### src/rtl/fsd_pkg.sv
// shared types and constants for the floyd-steinberg dither block
// used by the top level, fsd_csr and fsd_core under rtl; depends on nothing
package fsd_pkg;

   // fixed field and register widths
   localparam int PIXEL_W     = 8;
   localparam int WIDTH_REG_W = 12;
   localparam int THR_W       = 8;
   localparam int APB_ADDR_W  = 3;
   localparam int APB_DATA_W  = 32;

   // register select: byte address bit 2 picks the register
   localparam int REG_SEL_BIT = 2;
   localparam logic REG_IMAGE_WIDTH = 1'b0;
   localparam logic REG_THRESHOLD   = 1'b1;

   localparam logic [WIDTH_REG_W-1:0] IMAGE_WIDTH_RESET = WIDTH_REG_W'(640);
   localparam logic [THR_W-1:0]       THRESHOLD_RESET   = THR_W'(128);

   // output levels
   localparam logic [PIXEL_W-1:0] PIX_WHITE = 8'hFF;
   localparam logic [PIXEL_W-1:0] PIX_BLACK = 8'h00;

   // error shares in sixteenths
   localparam logic [2:0] SHARE_RIGHT       = 3'd7;
   localparam logic [2:0] SHARE_BELOW_LEFT  = 3'd3;
   localparam logic [2:0] SHARE_BELOW       = 3'd5;
   localparam logic [2:0] SHARE_BELOW_RIGHT = 3'd1;
   localparam int         SHARE_SHIFT       = 4;

   typedef struct packed {
      logic [WIDTH_REG_W-1:0] image_width;
      logic [THR_W-1:0]       threshold;
   } cfg_type;

endpackage

### src/rtl/fsd_csr.sv
// apb-style configuration registers of the dither block
// depends on fsd_pkg
module fsd_csr (
   input  logic                                clock,
   input  logic                                reset,
   input  logic                                csr_psel,
   input  logic                                csr_penable,
   input  logic                                csr_pwrite,
   input  logic [fsd_pkg::APB_ADDR_W-1:0]      csr_paddr,
   input  logic [fsd_pkg::APB_DATA_W-1:0]      csr_pwdata,
   output logic [fsd_pkg::APB_DATA_W-1:0]      csr_prdata,
   output logic                                csr_pready,
   output fsd_pkg::cfg_type                    cfg
);

   logic [fsd_pkg::WIDTH_REG_W-1:0] image_width_ff, image_width_in;
   logic [fsd_pkg::THR_W-1:0]       threshold_ff, threshold_in;
   logic                            wr_go;
   logic                            reg_sel;

   assign csr_pready = 1'b1;
   assign wr_go      = csr_psel && csr_penable && csr_pwrite && csr_pready;
   assign reg_sel    = csr_paddr[fsd_pkg::REG_SEL_BIT];

   always_comb begin
      image_width_in = image_width_ff;
      threshold_in   = threshold_ff;
      csr_prdata     = '0;
      unique case (reg_sel)
         fsd_pkg::REG_IMAGE_WIDTH: begin
            csr_prdata = fsd_pkg::APB_DATA_W'(image_width_ff);
            if (wr_go) begin
               image_width_in = csr_pwdata[fsd_pkg::WIDTH_REG_W-1:0];
            end
         end
         fsd_pkg::REG_THRESHOLD: begin
            csr_prdata = fsd_pkg::APB_DATA_W'(threshold_ff);
            if (wr_go) begin
               threshold_in = csr_pwdata[fsd_pkg::THR_W-1:0];
            end
         end
         default: begin
            csr_prdata = '0;
         end
      endcase
   end

   always_ff @(posedge clock) begin
      if (reset) begin
         image_width_ff <= fsd_pkg::IMAGE_WIDTH_RESET;
         threshold_ff   <= fsd_pkg::THRESHOLD_RESET;
      end else begin
         image_width_ff <= image_width_in;
         threshold_ff   <= threshold_in;
      end
   end

   assign cfg.image_width = image_width_ff;
   assign cfg.threshold   = threshold_ff;

endmodule

### config.mk
export PLATFORM = sky130hd
export DESIGN_NAME = fsd_csr
export DESIGN_NICKNAME = d
export VERILOG_FILES = /design/src/rtl/fsd_pkg.sv /design/src/rtl/fsd_csr.sv
export SDC_FILE = /design/constraint.sdc
export NUM_CORES = 1
export LEC_CHECK = 0
export ABC_AREA = 1
export BUFFER_PORTS_ARGS = -buffer_cell sky130_fd_sc_hd__buf_2
export CORE_MARGIN = 2
export CORE_UTILIZATION = 35
export CTS_CLUSTER_SIZE = 8
export DETAILED_ROUTE_END_ITERATION = 8
export GPL_ROUTABILITY_DRIVEN = 0
export PLACE_DENSITY = 0.8
export SYNTH_ARGS = -nofsm -noshare
export SYNTH_HDL_FRONTEND = slang
export SYNTH_SLANG_ARGS = --single-unit
### constraint.sdc
create_clock -name clock -period 0.9 [get_ports clock]
set_clock_uncertainty 0.1 [all_clocks]
set_input_delay 0.18 -clock clock [delete_from_list [all_inputs] [get_ports clock]]
set_output_delay 0.18 -clock clock [all_outputs]
set_load 0.05 [all_outputs]
Yosys cells after proc, flatten, opt, wreduce, memory -nomap -nowiden
Cells that the tools add are included.
- output and inout port bits: 53
- register bits: 20
- reductions and logical operators: 4
- multiplexer cells: 1
- bitwise logic cells: 1
- operator list (operator ; number):
    $pmux W32 S2 ; 1
    $reduce_and A2 Y1 ; 2
    $logic_and A1 B1 Y1 ; 2
    $not A1 Y1 ; 1

Longest topological paths before layout
- depth after elaboration: 3
- mapped depth: 6
- gate-level depth less buffers: 5

Least setup slack after synthesis
No wires, ideal clock.
- kind: reg-to-output
- start point: reg image_width_ff[10] in the netlist's numbering
- end point: out csr_prdata[10] in the netlist's numbering
- buffers on the path: 0
- stages on the path, launching flop included: 3
- required time: 0.620 ns
- slack: -0.744 ns
- data arrival time: 1.364 ns
- cell sequence: dfxtp_1 > inv_1 > nor2_1
- word-level cells in the longest chain between the ends: 1
- ends and longest elaborated chain (element ; line ; text):
    start, declared ; fsd_csr.sv:16 ; logic [fsd_pkg::WIDTH_REG_W-1:0] image_width_ff, image_width_in;
    start signal, assigned ; fsd_csr.sv:50 ; image_width_ff <= fsd_pkg::IMAGE_WIDTH_RESET;
    start signal, assigned ; fsd_csr.sv:53 ; image_width_ff <= image_width_in;
    $pmux W32 S2 ; fsd_csr.sv:29 ; unique case (reg_sel)
    end, declared ; fsd_csr.sv:11 ; output logic [fsd_pkg::APB_DATA_W-1:0] csr_prdata,
No other way between the ends. The select of a mux whose other input is x is not followed.

Worst setup path after layout
- start point: reg threshold_ff[7] in the netlist's numbering
- end point: out csr_prdata[7] in the netlist's numbering
- word-level cells in the longest chain between the ends: 1
- ends and longest elaborated chain (element ; line ; text):
    start, declared ; fsd_csr.sv:17 ; logic [fsd_pkg::THR_W-1:0] threshold_ff, threshold_in;
    start signal, assigned ; fsd_csr.sv:51 ; threshold_ff <= fsd_pkg::THRESHOLD_RESET;
    start signal, assigned ; fsd_csr.sv:54 ; threshold_ff <= threshold_in;
    $pmux W32 S2 ; fsd_csr.sv:29 ;
No other way between the ends. The select of a mux whose other input is x is not followed.

==> results.cfg <==
[min_path]
hold_path_depth = 5
hold_path.class = in -> reg
hold_crit_endpoint = image_width_ff[8]
hold_start = csr_pwdata[8]

[sta]
final_critical_path_setup_slack_ns = -0.3462
timing.final.crit_share = 1.385
rsz0062_at_grt = true
layout_min_cycle_time_ns = 1.246
setup_violations = 32
timing_max_transition_violations_final = 0
fin_setup_tns_ns = -8.671
timing_hold_violations_final = 0
top_achievable_clock_speed_mhz = 802.5

[setup_path]
worst_path_required_ns = 0.62
max_stage_delay_ns = 0.39
worstPathBufferInverterCount = 1
crit_path_cell_trace = nand2_4 -> nand2_4 -> buf_8
worst_ep_arrival_ns = 0.97
worst_path_max_delay_cell = sky130_fd_sc_hd__dfxtp_4
r2r_end = threshold_ff[5]
crit_path_max_fanout = 3
worst_path_dominant_cell_family = flip-flops
critPathCaptureType = output pin
cp_num_cells = 3
timing.critical_path.from_type = flip-flop
rr_startpoint = threshold_ff[5]
crit_top_cell = sky130_fd_sc_hd__nand2_4
reg2reg_slack_ns = 0.15
critPathKind = reg -> out
worst_r2r_path_depth = 2

[placement]
count_of_buffers_from_port_buffering = 49
place_hpwl_mm = 2.035
post-place-ws_ns = -0.2882
place_area_um2 = 1745

[yosys]
synth_cells = 179
ys_types = 14
synth_enable_flop_cells = 0
yosys.area.top_type_share = 0.3463
synthTopCellsByArea = sky130_fd_sc_hd__dfxtp_1 (35%), sky130_fd_sc_hd__nand2_1 (16%), sky130_fd_sc_hd__buf_4 (15%)
synth.avg_cell_area_um2 = 6.459
synth.yosys.warnings = 0
yosys.area.top_type = sky130_fd_sc_hd__dfxtp_1
netlist_area_um2 = 1156
postSynth.asyncResetShare = 0
synth_flop_cell = sky130_fd_sc_hd__dfxtp_1
synth.ff_latch_count = 20
synth.yosys.seq_area_share = 0.3463
post-synth-top-count-cell = sky130_fd_sc_hd__nand2_1
synth_common_cells = sky130_fd_sc_hd__nand2_1 (48), sky130_fd_sc_hd__nor2_1 (38), sky130_fd_sc_hd__buf_4 (23)

[global_routing]
number_of_global_route_vias_before_repair = 1129
grt_antenna_before_repair = 0
grt_pass1_wl_mm = 5.016
maximum_number_of_pins_on_one_net_before_global_route_repair = 21
grt_overflow = 0
grt_usage = 0.1808

[detailed_routing]
routed_via_density = 4.346
via_count = 1230
routed_wire_length_per_instance_um = 10.99
count_of_unresolved_drc_violations_after_routing = 0
wirelength_routed_mm = 3.110
drt_pass_1_iters = 5
antenna_nets_post_route = 0
first_iter_violations = 55

[cells_and_area]
finalInstanceArea_um2 = 2165
seq_area_um2 = 475.5
drive_above_1_share = 0.5732
finish.net_count = 280
num_antenna_cells = 0
fillerInstances = 266
area_growth_syn_to_layout_pct = 87.23
multi_input_comb_area_um2 = 803.3

[floorplanning]
initial_standard_cell_utilization_of_the_core = 0.3726
std_cell_rows = 20
design.core.area_um2 = 3103
io-pin-count = 93
die-area_um2 = 3779
die_h_um = 61.48
die_w_um = 61.48

[clock_network]
cts.htree.levels = 1
clock_insertion_delay_worst_skew_ns = 0.29
cts_sinks = 20
cts.reportedPaths.clkPinSlew_ns = 0.12
cts_tree = yes
cts_max_path_buffers = 2
cts-root-buf = sky130_fd_sc_hd__clkbuf_4
cts_made_buffers = 3

[pwr]
maximum_resistive_drop_on_vdd_mv = 0.8996
powerDensity_nw_per_um2 = 1172
finalPower_mw = 2.538
leak_pwr_nw = 1.074

[status]
run_status = finished with violations
failed_checks = negative setup slack

[job]
max_cap_viols = 0
[tightest hold or removal path: stages]
cell and delay, ns:
sky130_fd_sc_hd__buf_2 0.07, sky130_fd_sc_hd__inv_1 0.03, sky130_fd_sc_hd__nand3_1 0.06, sky130_fd_sc_hd__nand2_1 0.04
sky130_fd_sc_hd__nor2_1 0.07
[area by class of cell]
type                       count  share of cell area
timing repair buffer          66              0.3301
multi-input combinational    132              0.3711
clock buffer                   3             0.01040
sequential                    20              0.2197
inverter                      17             0.02948
tap                           44             0.02543
clock inverter                 1             0.01387
[power by group]
group | switching (mW) | internal, mW | leakage [nW]
registers | 0.0440 | 0.879 | 0.175
logic | 0.603 | 0.285 | 0.871
clock network | 0.277 | 0.450 | 0.0279
[repair_timing]
action	CTS	global route
hold buffers	2	0
pin swaps	4	2
endpoints found under the setup margin	32	32
hold endpoints to repair	2	0
gates resized for setup	77	19
buffers inserted	0	3
[per-layer routing]
| metal | wire, um | share of wire | global-route usage |
|---|---|---|---|
| met1 | 1124 | 0.36 | 0.1901 |
| met2 | 1724 | 0.55 | 0.3617 |
| met3 | 250 | 0.080 | 0.04832 |
| met4 | 11 | 0.0035 | 0.02736 |
| met5 | 0 | 0 | 0 |
[cells in the final DEF, fill, tap and decap left out, drive strengths merged]
master,instances
buf,64
nand2,48
nor2,41
conb,21
nand3,21
dfxtp,20
inv,17
clkbuf,3
dlygate4sd3,2
o21ai,1
bufinv,1
[logic make-up after synthesis]
kind of cell | count (synthesis) | synth area share
buf+inv | 46 | 0.2392
other cells | 2 | 0.006496
compound gates | 1 | 0.004325
simple gates | 110 | 0.4037
flops | 20 | 0.3463
[through the flow]
step | util | instances | hold WS, ns
after global placement | 0.5625 | 274 | 0.2980
after detailed placement | 0.5625 | 274 | 0.3168
after CTS | 0.6677 | 280 | 0.08637
final | 0.6976 | 283 | 0.09025
after global routing | 0.6976 | 283 | 0.08758
after floorplan | - | 198 | 0.2054
[state kept, by name (all words and copies together) (netlist names)]
name and flops:
image_width_ff 12, threshold_ff 8
[how the worst max path moves through the flow]
| stage | startpoint | endpoint | slack, ns |
|---|---|---|---|
| 4_1_cts | image_width_ff[9] | csr_prdata[9] | -0.33 |
| 2_1_floorplan | image_width_ff[10] | csr_prdata[10] | -0.15 |
| 5_1_grt | image_width_ff[9] | csr_prdata[9] | -0.38 |
| 6_report | threshold_ff[7] | csr_prdata[7] | -0.35 |
| 3_5_place_dp | csr_paddr[2] | csr_prdata[0] | -0.29 |
| 3_3_place_gp | csr_paddr[2] | csr_prdata[0] | -0.29 |
No activity file was read; power rests on OpenSTA's default activity.
