File: config.mk
export PLATFORM = sky130hd
export DESIGN_NAME = fsd_core
export DESIGN_NICKNAME = d
export VERILOG_FILES = /design/src/rtl/fsd_pkg.sv /design/src/rtl/fsd_core.sv
export SDC_FILE = /design/constraint.sdc
export NUM_CORES = 1
export LEC_CHECK = 0
export BUFFER_PORTS_ARGS = -buffer_cell sky130_fd_sc_hd__buf_2
export CORE_ASPECT_RATIO = 2
export CORE_UTILIZATION = 25
export CTS_CLUSTER_DIAMETER = 200
export CTS_CLUSTER_SIZE = 14
export DETAILED_ROUTE_END_ITERATION = 7
export PLACE_DENSITY = 0.46
export SETUP_SLACK_MARGIN = 0.5
export SLEW_MARGIN = 15
export SYNTH_ARGS = -nofsm -noshare
export SYNTH_HDL_FRONTEND = slang
export SYNTH_SLANG_ARGS = --single-unit
File: constraint.sdc
create_clock -name clock -period 49.6 [get_ports clock]
set_input_delay 14.88 -clock clock [delete_from_list [all_inputs] [get_ports clock]]
set_output_delay 14.88 -clock clock [all_outputs]
set_load 0.05 [all_outputs]
File: src/rtl/fsd_pkg.sv
// shared types and constants for the floyd-steinberg dither block
// used by the top level, fsd_csr and fsd_core under rtl; depends on nothing
package fsd_pkg;

   // fixed field and register widths
   localparam int PIXEL_W     = 8;
   localparam int WIDTH_REG_W = 12;
   localparam int THR_W       = 8;
   localparam int APB_ADDR_W  = 3;
   localparam int APB_DATA_W  = 32;

   // register select: byte address bit 2 picks the register
   localparam int REG_SEL_BIT = 2;
   localparam logic REG_IMAGE_WIDTH = 1'b0;
   localparam logic REG_THRESHOLD   = 1'b1;

   localparam logic [WIDTH_REG_W-1:0] IMAGE_WIDTH_RESET = WIDTH_REG_W'(640);
   localparam logic [THR_W-1:0]       THRESHOLD_RESET   = THR_W'(128);

   // output levels
   localparam logic [PIXEL_W-1:0] PIX_WHITE = 8'hFF;
   localparam logic [PIXEL_W-1:0] PIX_BLACK = 8'h00;

   // error shares in sixteenths
   localparam logic [2:0] SHARE_RIGHT       = 3'd7;
   localparam logic [2:0] SHARE_BELOW_LEFT  = 3'd3;
   localparam logic [2:0] SHARE_BELOW       = 3'd5;
   localparam logic [2:0] SHARE_BELOW_RIGHT = 3'd1;
   localparam int         SHARE_SHIFT       = 4;

   typedef struct packed {
      logic [WIDTH_REG_W-1:0] image_width;
      logic [THR_W-1:0]       threshold;
   } cfg_type;

endpackage

File: src/rtl/fsd_core.sv
// column tracking, error arithmetic and result register of the dither block
// depends on fsd_pkg; drives the row store ports of fsd_row_store
module fsd_core #(
   parameter int MAX_WIDTH = 2048,
   parameter int FRAC_BITS = 4
) (
   input  logic                                    clock,
   input  logic                                    reset,
   input  fsd_pkg::cfg_type                        cfg,
   input  logic                                    req_tvalid,
   output logic                                    req_tready,
   input  logic [fsd_pkg::PIXEL_W-1:0]             req_tdata,
   input  logic                                    req_tuser,
   output logic                                    rsp_tvalid,
   input  logic                                    rsp_tready,
   output logic [fsd_pkg::PIXEL_W-1:0]             rsp_tdata,
   output logic                                    rsp_tlast,
   output logic                                    mem_rd_en,
   output logic [$clog2(MAX_WIDTH)-1:0]            mem_rd_addr,
   input  logic [10+FRAC_BITS-1:0]                 mem_rd_data,
   output logic                                    mem_wr_en,
   output logic [$clog2(MAX_WIDTH)-1:0]            mem_wr_addr,
   output logic [10+FRAC_BITS-1:0]                 mem_wr_data
);

   localparam int CW   = $clog2(MAX_WIDTH);
   localparam int EW   = 10 + FRAC_BITS;
   localparam int VW   = EW + 2;
   localparam int PW   = EW + 4;
   localparam int CMPW = (CW + 1 > fsd_pkg::WIDTH_REG_W) ? CW + 1 : fsd_pkg::WIDTH_REG_W;
   localparam logic signed [VW-1:0] ERR_MAX = VW'((1 << (EW - 1)) - 1);
   localparam logic signed [VW-1:0] ERR_MIN = ~ERR_MAX;

   function automatic logic signed [EW-1:0] sat_err(input logic signed [VW-1:0] x);
      logic signed [EW-1:0] r;
      if (x > ERR_MAX) begin
         r = ERR_MAX[EW-1:0];
      end else if (x < ERR_MIN) begin
         r = ERR_MIN[EW-1:0];
      end else begin
         r = x[EW-1:0];
      end
      return r;
   endfunction

   // (err * k) >>> 4, floor rounding
   function automatic logic signed [VW-1:0] share(input logic signed [EW-1:0] err,
                                                  input logic [2:0] k);
      logic signed [PW-1:0] prod;
      logic signed [PW-1:0] shifted;
      prod    = PW'(err) * $signed(PW'(k));
      shifted = prod >>> fsd_pkg::SHARE_SHIFT;
      return shifted[VW-1:0];
   endfunction

   // accept side
   logic              acc;
   logic              fs_acc;
   logic [CW-1:0]     c_acc;
   logic [CW-1:0]     wm1;
   logic              last_acc;
   logic              first_acc;
   logic [CW-1:0]     col_ff, col_in;
   logic              first_ff, first_in;

   // compute stage
   logic                        s1_valid_ff, s1_valid_in;
   logic                        s1_go;
   logic [fsd_pkg::PIXEL_W-1:0] s1_pixel_ff;
   logic                        s1_fs_ff;
   logic [CW-1:0]               s1_col_ff;
   logic                        s1_last_ff;
   logic                        s1_first_ff;
   logic                        s1_fwd_ff;
   logic [EW-1:0]               s1_fwd_data_ff;

   logic                        fwd_hit;
   logic [EW-1:0]               fwd_data;

   // error state
   logic signed [EW-1:0] right_ff, right_in;
   logic signed [EW-1:0] pbl_ff, pbl_in;
   logic signed [EW-1:0] pb_ff, pb_in;
   logic signed [EW-1:0] right_cur, pbl_cur, pb_cur, above;
   logic signed [VW-1:0] pix_fx, thr_fx, white_fx, v, diff;
   logic signed [EW-1:0] e;
   logic                 white;
   logic signed [EW-1:0] bl_new, pbl_new, pb_new, right_new;

   // row end write of the current column is registered and goes out in the following cycle
   logic          def_valid_ff, def_valid_in;
   logic [CW-1:0] def_addr_ff;
   logic [EW-1:0] def_data_ff;

   logic          prim_en;
   logic [CW-1:0] prim_addr;
   logic          sec_en;

   // result register
   logic out_valid_ff, out_valid_in;
   logic out_white_ff;
   logic out_last_ff;

   assign acc    = req_tvalid && req_tready;
   assign fs_acc = req_tuser;
   assign c_acc  = fs_acc ? '0 : col_ff;

   always_comb begin
      if (cfg.image_width == '0) begin
         wm1 = '0;
      end else if (CMPW'(cfg.image_width) > CMPW'(MAX_WIDTH)) begin
         wm1 = CW'(MAX_WIDTH - 1);
      end else begin
         wm1 = CW'(cfg.image_width - fsd_pkg::WIDTH_REG_W'(1));
      end
   end

   assign last_acc  = c_acc >= wm1;
   assign first_acc = fs_acc || first_ff;
   assign col_in    = acc ? (last_acc ? '0 : c_acc + CW'(1)) : col_ff;
   assign first_in  = acc ? (first_acc && !last_acc) : first_ff;

   assign s1_go       = s1_valid_ff && (!out_valid_ff || rsp_tready);
   assign req_tready  = !s1_valid_ff || s1_go;
   assign s1_valid_in = acc || (s1_valid_ff && !s1_go);

   // datapath of the item in the compute stage
   always_comb begin
      right_cur = s1_fs_ff ? '0 : right_ff;
      pbl_cur   = s1_fs_ff ? '0 : pbl_ff;
      pb_cur    = s1_fs_ff ? '0 : pb_ff;
      if (s1_first_ff) begin
         above = '0;
      end else if (s1_fwd_ff) begin
         above = s1_fwd_data_ff;
      end else begin
         above = mem_rd_data;
      end
      pix_fx   = $signed(VW'(s1_pixel_ff)) <<< FRAC_BITS;
      thr_fx   = $signed(VW'(cfg.threshold)) <<< FRAC_BITS;
      white_fx = $signed(VW'(fsd_pkg::PIX_WHITE)) <<< FRAC_BITS;
      v        = pix_fx + VW'(right_cur) + VW'(above);
      white    = v > thr_fx;
      diff     = v - (white ? white_fx : '0);
      e        = sat_err(diff);
      bl_new    = sat_err(VW'(pbl_cur) + share(e, fsd_pkg::SHARE_BELOW_LEFT));
      pbl_new   = sat_err(VW'(pb_cur) + share(e, fsd_pkg::SHARE_BELOW));
      pb_new    = sat_err(share(e, fsd_pkg::SHARE_BELOW_RIGHT));
      right_new = sat_err(share(e, fsd_pkg::SHARE_RIGHT));
   end

   always_comb begin
      right_in = right_ff;
      pbl_in   = pbl_ff;
      pb_in    = pb_ff;
      if (s1_go) begin
         if (s1_last_ff) begin
            right_in = '0;
            pbl_in   = '0;
            pb_in    = '0;
         end else begin
            right_in = right_new;
            pbl_in   = pbl_new;
            pb_in    = pb_new;
         end
      end
   end

   assign prim_en      = s1_go && (s1_col_ff != '0);
   assign prim_addr    = s1_col_ff - CW'(1);
   assign sec_en       = s1_go && s1_last_ff;
   assign def_valid_in = sec_en;

   // a column after a row end is column zero, so it never writes alongside
   assign mem_wr_en   = prim_en || def_valid_ff;
   assign mem_wr_addr = prim_en ? prim_addr : def_addr_ff;
   assign mem_wr_data = prim_en ? bl_new : def_data_ff;
   assign mem_rd_en   = acc;
   assign mem_rd_addr = c_acc;

   // bypass for writes that land in the same cycle as the read, and for the deferred row end write
   always_comb begin
      fwd_hit  = 1'b0;
      fwd_data = '0;
      if (prim_en && (prim_addr == c_acc)) begin
         fwd_hit  = 1'b1;
         fwd_data = bl_new;
      end else if (sec_en && (s1_col_ff == c_acc)) begin
         fwd_hit  = 1'b1;
         fwd_data = pbl_new;
      end else if (def_valid_ff && (def_addr_ff == c_acc)) begin
         fwd_hit  = 1'b1;
         fwd_data = def_data_ff;
      end
   end

   assign out_valid_in = s1_go || (out_valid_ff && !rsp_tready);

   always_ff @(posedge clock) begin
      if (reset) begin
         col_ff       <= '0;
         first_ff     <= 1'b1;
         s1_valid_ff  <= 1'b0;
         out_valid_ff <= 1'b0;
         def_valid_ff <= 1'b0;
         right_ff     <= '0;
         pbl_ff       <= '0;
         pb_ff        <= '0;
      end else begin
         col_ff       <= col_in;
         first_ff     <= first_in;
         s1_valid_ff  <= s1_valid_in;
         out_valid_ff <= out_valid_in;
         def_valid_ff <= def_valid_in;
         right_ff     <= right_in;
         pbl_ff       <= pbl_in;
         pb_ff        <= pb_in;
      end
   end

   always_ff @(posedge clock) begin
      if (acc) begin
         s1_pixel_ff    <= req_tdata;
         s1_fs_ff       <= fs_acc;
         s1_col_ff      <= c_acc;
         s1_last_ff     <= last_acc;
         s1_first_ff    <= first_acc;
         s1_fwd_ff      <= fwd_hit;
         s1_fwd_data_ff <= fwd_data;
      end
      if (sec_en) begin
         def_addr_ff <= s1_col_ff;
         def_data_ff <= pbl_new;
      end
      if (s1_go) begin
         out_white_ff <= white;
         out_last_ff  <= s1_last_ff;
      end
   end

   assign rsp_tvalid = out_valid_ff;
   assign rsp_tdata  = out_white_ff ? fsd_pkg::PIX_WHITE : fsd_pkg::PIX_BLACK;
   assign rsp_tlast  = out_last_ff;

   a_no_write_clash: assert property (@(posedge clock) disable iff (reset)
      !(prim_en && def_valid_ff))
      else $error("row store write port claimed twice");

   a_row_end_wraps: assert property (@(posedge clock) disable iff (reset)
      (acc && last_acc) |=> (col_ff == '0) && !first_ff)
      else $error("column did not wrap after a row end");

   a_stage_holds: assert property (@(posedge clock) disable iff (reset)
      (s1_valid_ff && !s1_go) |=> s1_valid_ff && $stable(s1_col_ff) && $stable(s1_pixel_ff))
      else $error("stalled item in compute stage was lost");

   a_result_level: assert property (@(posedge clock) disable iff (reset)
      rsp_tvalid |-> (rsp_tdata == fsd_pkg::PIX_WHITE || rsp_tdata == fsd_pkg::PIX_BLACK))
      else $error("dithered pixel is neither black nor white");

endmodule

* Word level (Yosys, flattened, before mapping)
Index checks and enable logic that the tools add are counted.
** Storage, ports and cells
- Flip-flop bits (word level) :: 121
- Output and inout bits :: 49
- Bits of input ports :: 47
- Logic and storage cells :: 100
** Operators by class
- Multiply operators :: 3
- Mux-type cells :: 30
- Equality and inequality tests :: 3
- Reductions and logical operators :: 24
- $lt $le $gt $ge :: 13
- Add/sub/neg operators :: 8
** Operators with widths (count)
- $mux W14 :: 22
- $mux W11 :: 5
- $mul A14 B4 Y18 const B :: 2
- $eq A11 B11 Y1 :: 3
- $gt A15 B14 Y1 const B :: 2
- $lt A15 B14 Y1 const B :: 2
- $sub A11 B1 Y11 const B :: 2
- $mul A14 B3 Y17 const B :: 1
- $add A15 B14 Y16 :: 1
- $gt A16 B13 Y1 :: 1
- $gt A16 B14 Y1 const B :: 1
- $lt A16 B14 Y1 const B :: 1
- $sub A16 B12 Y16 :: 1
- $add A13 B14 Y15 :: 1
- $add A14 B13 Y15 :: 1
- $add A14 B14 Y15 :: 1
- $gt A10 B14 Y1 const B :: 1
- $gt A14 B14 Y1 const B :: 1
- $lt A10 B14 Y1 const B :: 1
- $lt A14 B14 Y1 const B :: 1
- $gt A12 B12 Y1 const B :: 1
- $logic_not A12 Y1 :: 1
- $mux W12 :: 1
- $add A11 B1 Y11 const B :: 1
- 8 further kinds :: 26

* Depth between registers and ports, before layout
- Word-level depth :: 16
- Mapped depth :: 59
- Depth with buffers taken out :: 56

* Worst setup path after synthesis
OpenSTA, ideal clock, no wires.
- Path type :: input-to-output
- Start :: input port mem_rd_data[4]
- End :: output port mem_wr_data[10]
- Path buffers :: 1
- Slack :: 8492 ps
- Data arrival time :: 26228 ps
- Cell stages on the path :: 52
- Path through :: mux2i_1 -> or2_2 -> fa_1 -> inv_1 -> ha_1 -> o211ai_1 -> a21oi_1 -> nor2b_1 -> o21bai_1 -> a21oi_1 -> xnor2_1 -> ha_1 -> a21o_1 -> a21o_1 -> a21oi_1 -> o21ai_0 -> o31a_1 -> o21ai_0 -> [16 not listed] -> o21bai_1 -> a21oi_1 -> o21ai_0 -> o21ai_0 -> nor3b_1 -> nor2_1 -> ha_1 -> a21o_1 -> a21o_1 -> inv_1 -> o31ai_1 -> a2111oi_0 -> a211o_1 -> xnor2_1 -> and2_1 -> clkbuf_1 -> nor2_1 -> o31ai_1
** Between the ends
- Cells in the longest elaborated chain, start to end :: 15
- Elaborated cells on any way between the ends :: 17
- Classes of those cells :: 3 x add/sub; 1 x mul; 5 x order compare; 8 x mux
** Ends and longest elaborated chain
- start: declaration :: RTL line fsd_core.sv:20 : input logic [10+FRAC_BITS-1:0] mem_rd_data,
- $mux W14 (*) :: RTL line fsd_core.sv:134 : end else if (s1_fwd_ff) begin
- $mux W14 (*) :: RTL line fsd_core.sv:132 : if (s1_first_ff) begin
- $add A15 B14 Y16 (*) :: RTL line fsd_core.sv:142 : v = pix_fx + VW'(right_cur) + VW'(above);
- $gt A16 B13 Y1 :: RTL line fsd_core.sv:143 : white = v > thr_fx;
- $mux W12 :: RTL line fsd_core.sv:144 : diff = v - (white ? white_fx : '0);
- $sub A16 B12 Y16 (*) :: RTL line fsd_core.sv:144
- $lt A16 B14 Y1 :: RTL line fsd_core.sv:38 : end else if (x < ERR_MIN) begin
- $mux W14 :: RTL line fsd_core.sv:38
- $mux W14 (*) :: RTL line fsd_core.sv:36 : if (x > ERR_MAX) begin
- $mul A14 B3 Y17 (*) :: RTL line fsd_core.sv:51 : prod = PW'(err) * $signed(PW'(k));
- $add A14 B13 Y15 (*) :: RTL line fsd_core.sv:146 : bl_new = sat_err(VW'(pbl_cur) + share(e, fsd_pkg::SHARE_BELOW_LEFT));
- $lt A15 B14 Y1 :: RTL line fsd_core.sv:38
- $mux W14 :: RTL line fsd_core.sv:38
- $mux W14 (*) :: RTL line fsd_core.sv:36
- $mux W14 (*) :: RTL line fsd_core.sv:177 : assign mem_wr_data = prim_en ? bl_new : def_data_ff;
- end: declaration :: RTL line fsd_core.sv:23 : output logic [10+FRAC_BITS-1:0] mem_wr_data
Every way passes the cells marked *; elsewhere a longest branch is shown, timed or not.

* Final worst setup path
- Start :: input port mem_rd_data[4]
- End :: output port mem_wr_data[2]
The elaborated chain is that of the path after synthesis.

==> flow_summary_export.csv <==
group,metric,value,unit
drt,num_vias,9871,
finish,final_cells,1988,
finish,regArea,2980,um^2
sta,relSlewSlack,33.3,%
setup_path,cp-end-kind,"output port",
synthesis,syn_avg_cell_area,8.64,um^2
synthesis,synth_edf_count,64,
drt,first_pass_iters,6,
setup_path,crit_required,34.72,ns
clock_tree,cts_resized,0,
drt,drt_drc_violations_left,0,
setup_path,criticalPathCategory,"in2out",
sta,layout_worst_path_cycle_share,83.9,%
synthesis,yosys-top-cells-area,"edfxtp_1 (17%), ha_1 (16%), dfxtp_1 (9.2%)",
drt,postRouteAntennaNets,0,
global_route,overflow,0,
synthesis,synthArstFlopShare,0,%
floorplanning,die_area,46900,um^2
place,placed_area,12600,um^2
setup_path,r2r_slack,35.72,ns
worst_hold_path,min-delay-start,"col_ff[10]",
place,gp_congestion,0.942,
sta,worst_slack,7.97,ns
synthesis,synth_top_family_by_area,"adder cells",
clock_tree,cts_buffers,17,
finish,multi_input_area,7860,um^2
synthesis,synthesis.nets,1544,
worst_hold_path,holdPathEnd,"col_ff[10]",
clock_tree,holdBufCountCts,0,
synthesis,synthCells,1330,
global_route,grt_max_degree,42,
drt,routed_via_density,4.97,
floorplanning,die_y,305,um
sta,rsz0062_at_grt,"false",
finish,drive_gt1_share,12.8,%
sta,setup_viol,0,
synthesis,yosys_warnings,0,
place,io_buffers,95,
place,dp_hpwl,31500,um
floorplanning,initial_core_util,25.5,%
job,max_cap_violations,0,
sta,setup-tns-final,0,ns
synthesis,ys_ff_latch,117,
drt,wire_per_inst,19.3,um
sta,slew_violations,0,
synthesis,netlist.area_leader.share,16.7,%
clock_tree,htreeDepth,4,
run_status,outcome,"completed",
clock_tree,cts_setup_buffers,0,
sta,fmax,24.0,MHz
clock_tree,root_buffer,"clkbuf_16",
synthesis,synth_xor_area_share,9.58,%
setup_path,crit_fanout,11,
synthesis,synth_compound_area_share,18.2,%
finish,fin_nets,1629,
synthesis,synthFlopType,"edfxtp_1",
finish,fillers,4873,
synthesis,synthSimpleGateAreaFrac,17.9,%
clock_tree,clk-insertion-delay-late,0.44,ns
floorplanning,io_pins,96,
sta,finalHoldViolCount,0,
worst_hold_path,hold_path_class,"reg2reg",
finish,postLayoutCellArea,13300,um^2
sta,fin_crit,41.63,ns
clock_tree,path_clk_slew,0.06,ns
drt,wl,38300,um
place,placed_cells,1956,
setup_path,cp_common_cell,"a21oi_1",
global_route,grtUsageTotal,16.8,%
drt,drt_iter0_markers,489,
sta,fin_skew,0.00995,ns
setup_path,crit_path_max_incr_delay,0.61,ns
global_route,grt_pass1_wl,59400,um
synthesis,synth.area.mux_share,1.94,%
global_route,grt_pass1_vias,10343,
synthesis,synth_top_cell_by_area,"edfxtp_1",
worst_hold_path,hold_depth,2,
setup_path,reg2reg_depth,53,
synthesis,netlist_area,11500,um^2
setup_path,cp_slowest_cell,"o21ai_0",
finish,area_growth,15.3,%
synthesis,ys_seq_area_share,26.0,%
floorplanning,die_w,154,um
clock_tree,clock-sinks,117,
finish,diodes,0,
synthesis,yosys.area_share.adder,20.6,%
setup_path,timing.rr.start,"s1_fwd_ff",
floorplanning,rows,110,
setup_path,arrival,26.75,ns
place,post-place-ws,8.01,ns
setup_path,regToRegEndpoint,"s1_fwd_data_ff[8]",
synthesis,ys_types,80,
sta,tightest_slew,0.997,ns
setup_path,critPathLaunchType,"input pin",
floorplanning,core,45100,um^2
clock_tree,cts_tree,"built",
global_route,antenna_found_initial,0,
clock_tree,clockBufferDepth,2,
## routing by layer
layer | GRT usage, % | part of all wire (%) | vias to the layer above | routed length, um
li1 | - | - | 4879 | -
met1 | 14.4 | 33 | 4705 | 12500
met2 | 34.5 | 58 | 206 | 22000
met3 | 2.78 | 3.0 | 81 | 1140
met4 | 10.9 | 6.8 | 0 | 2600
met5 | 0 | 0 | - | 0
## area by class of cell
class	count	share of cell area [%]
clock buffer	17	3.21
timing repair buffer	122	5.12
multi-input combinational	1045	59.3
sequential	117	22.5
tap	560	5.29
inverter	112	3.17
clock inverter	15	1.40
## critical path: cells and delay by family
| kind | cells | cell delay [ns] |
|---|---|---|
| XOR/XNOR | 1 | 0.18 |
| adder cells (fa/ha/maj) | 7 | 2.40 |
| buffers and inverters | 5 | 0.68 |
| AO/OA/AOI/OAI | 32 | 6.64 |
| multiplexers | 1 | 0.05 |
| AND/OR/NAND/NOR | 8 | 1.88 |
## logic make-up (layout without fill, tap and decap cells)
family | Yosys count | in the layout
AO/OA/AOI/OAI | 313 | 313
buffers and inverters | 168 | 266
multiplexers | 22 | 22
XOR/XNOR | 124 | 124
flip-flops | 117 | 117
AND/OR/NAND/NOR | 409 | 409
adder cells (fa/ha/maj) | 177 | 177
## worst max path at each step
stage,slack [ns],endpoint,start,depth (start not counted)
3_5_place_dp,8.01,mem_wr_data[2],mem_rd_data[4],54
4_1_cts,7.98,mem_wr_data[2],mem_rd_data[4],54
5_1_grt,6.87,mem_wr_data[2],mem_rd_data[4],54
2_1_floorplan,8.49,mem_wr_data[10],mem_rd_data[4],52
3_3_place_gp,8.26,mem_wr_data[7],mem_rd_data[4],54
6_report,7.97,mem_wr_data[2],mem_rd_data[4],54
## through the flow
stage	utilization, %	hold WS (ns)
CTS	29.4	0.450
floorplan	-	0.417
global placement	28.0	0.429
global route	29.4	0.479
finish	29.4	0.446
detailed placement	28.0	0.435
## flip-flops by register name (all words and copies together) (netlist names), 8 cells and up
name	flops
col_ff	11
pbl_ff	14
pb_ff	10
s1_fwd_data_ff	14
s1_col_ff	11
s1_pixel_ff	8
def_addr_ff	11
def_data_ff	14
right_ff	14
## cells in the final DEF, fill, tap and decap left out, types with 20 or more instances in the layout
master	Yosys	routed
nor2b_1	61	61
nor2_1	111	110
dfxtp_1	53	53
xnor2_1	78	78
o21ai_0	49	49
buf_2	1	95
inv_1	111	111
nand2_1	97	97
mux2i_1	20	20
fa_1	24	24
nand2b_1	21	21
a22oi_1	20	20
xor2_1	44	44
a21oi_1	79	79
buf_4	8	27
nand3_1	23	23
edfxtp_1	64	64
ha_1	143	143
a21o_1	25	25
## cells in the mapped netlist (13+ instances only)
cell type  number
clkbuf_1       43
inv_1         111
o31ai_1        18
a21oi_1        79
nand4_1        13
edfxtp_1       64
a22oi_1        20
nand2b_1       21
nor2_1        111
nand3_1        23
mux2i_1        20
o21ai_1        17
a21o_1         25
xor2_1         44
fa_1           24
nor2b_1        61
xnor2_1        78
nor3_1         18
nand2_1        97
o21bai_1       14
a221o_1        13
ha_1          143
o21ai_0        49
or3_1          13
dfxtp_1        53
Power is not shown: default switching activity piles up to over one toggle a cycle in this logic, so the estimate is an artifact.
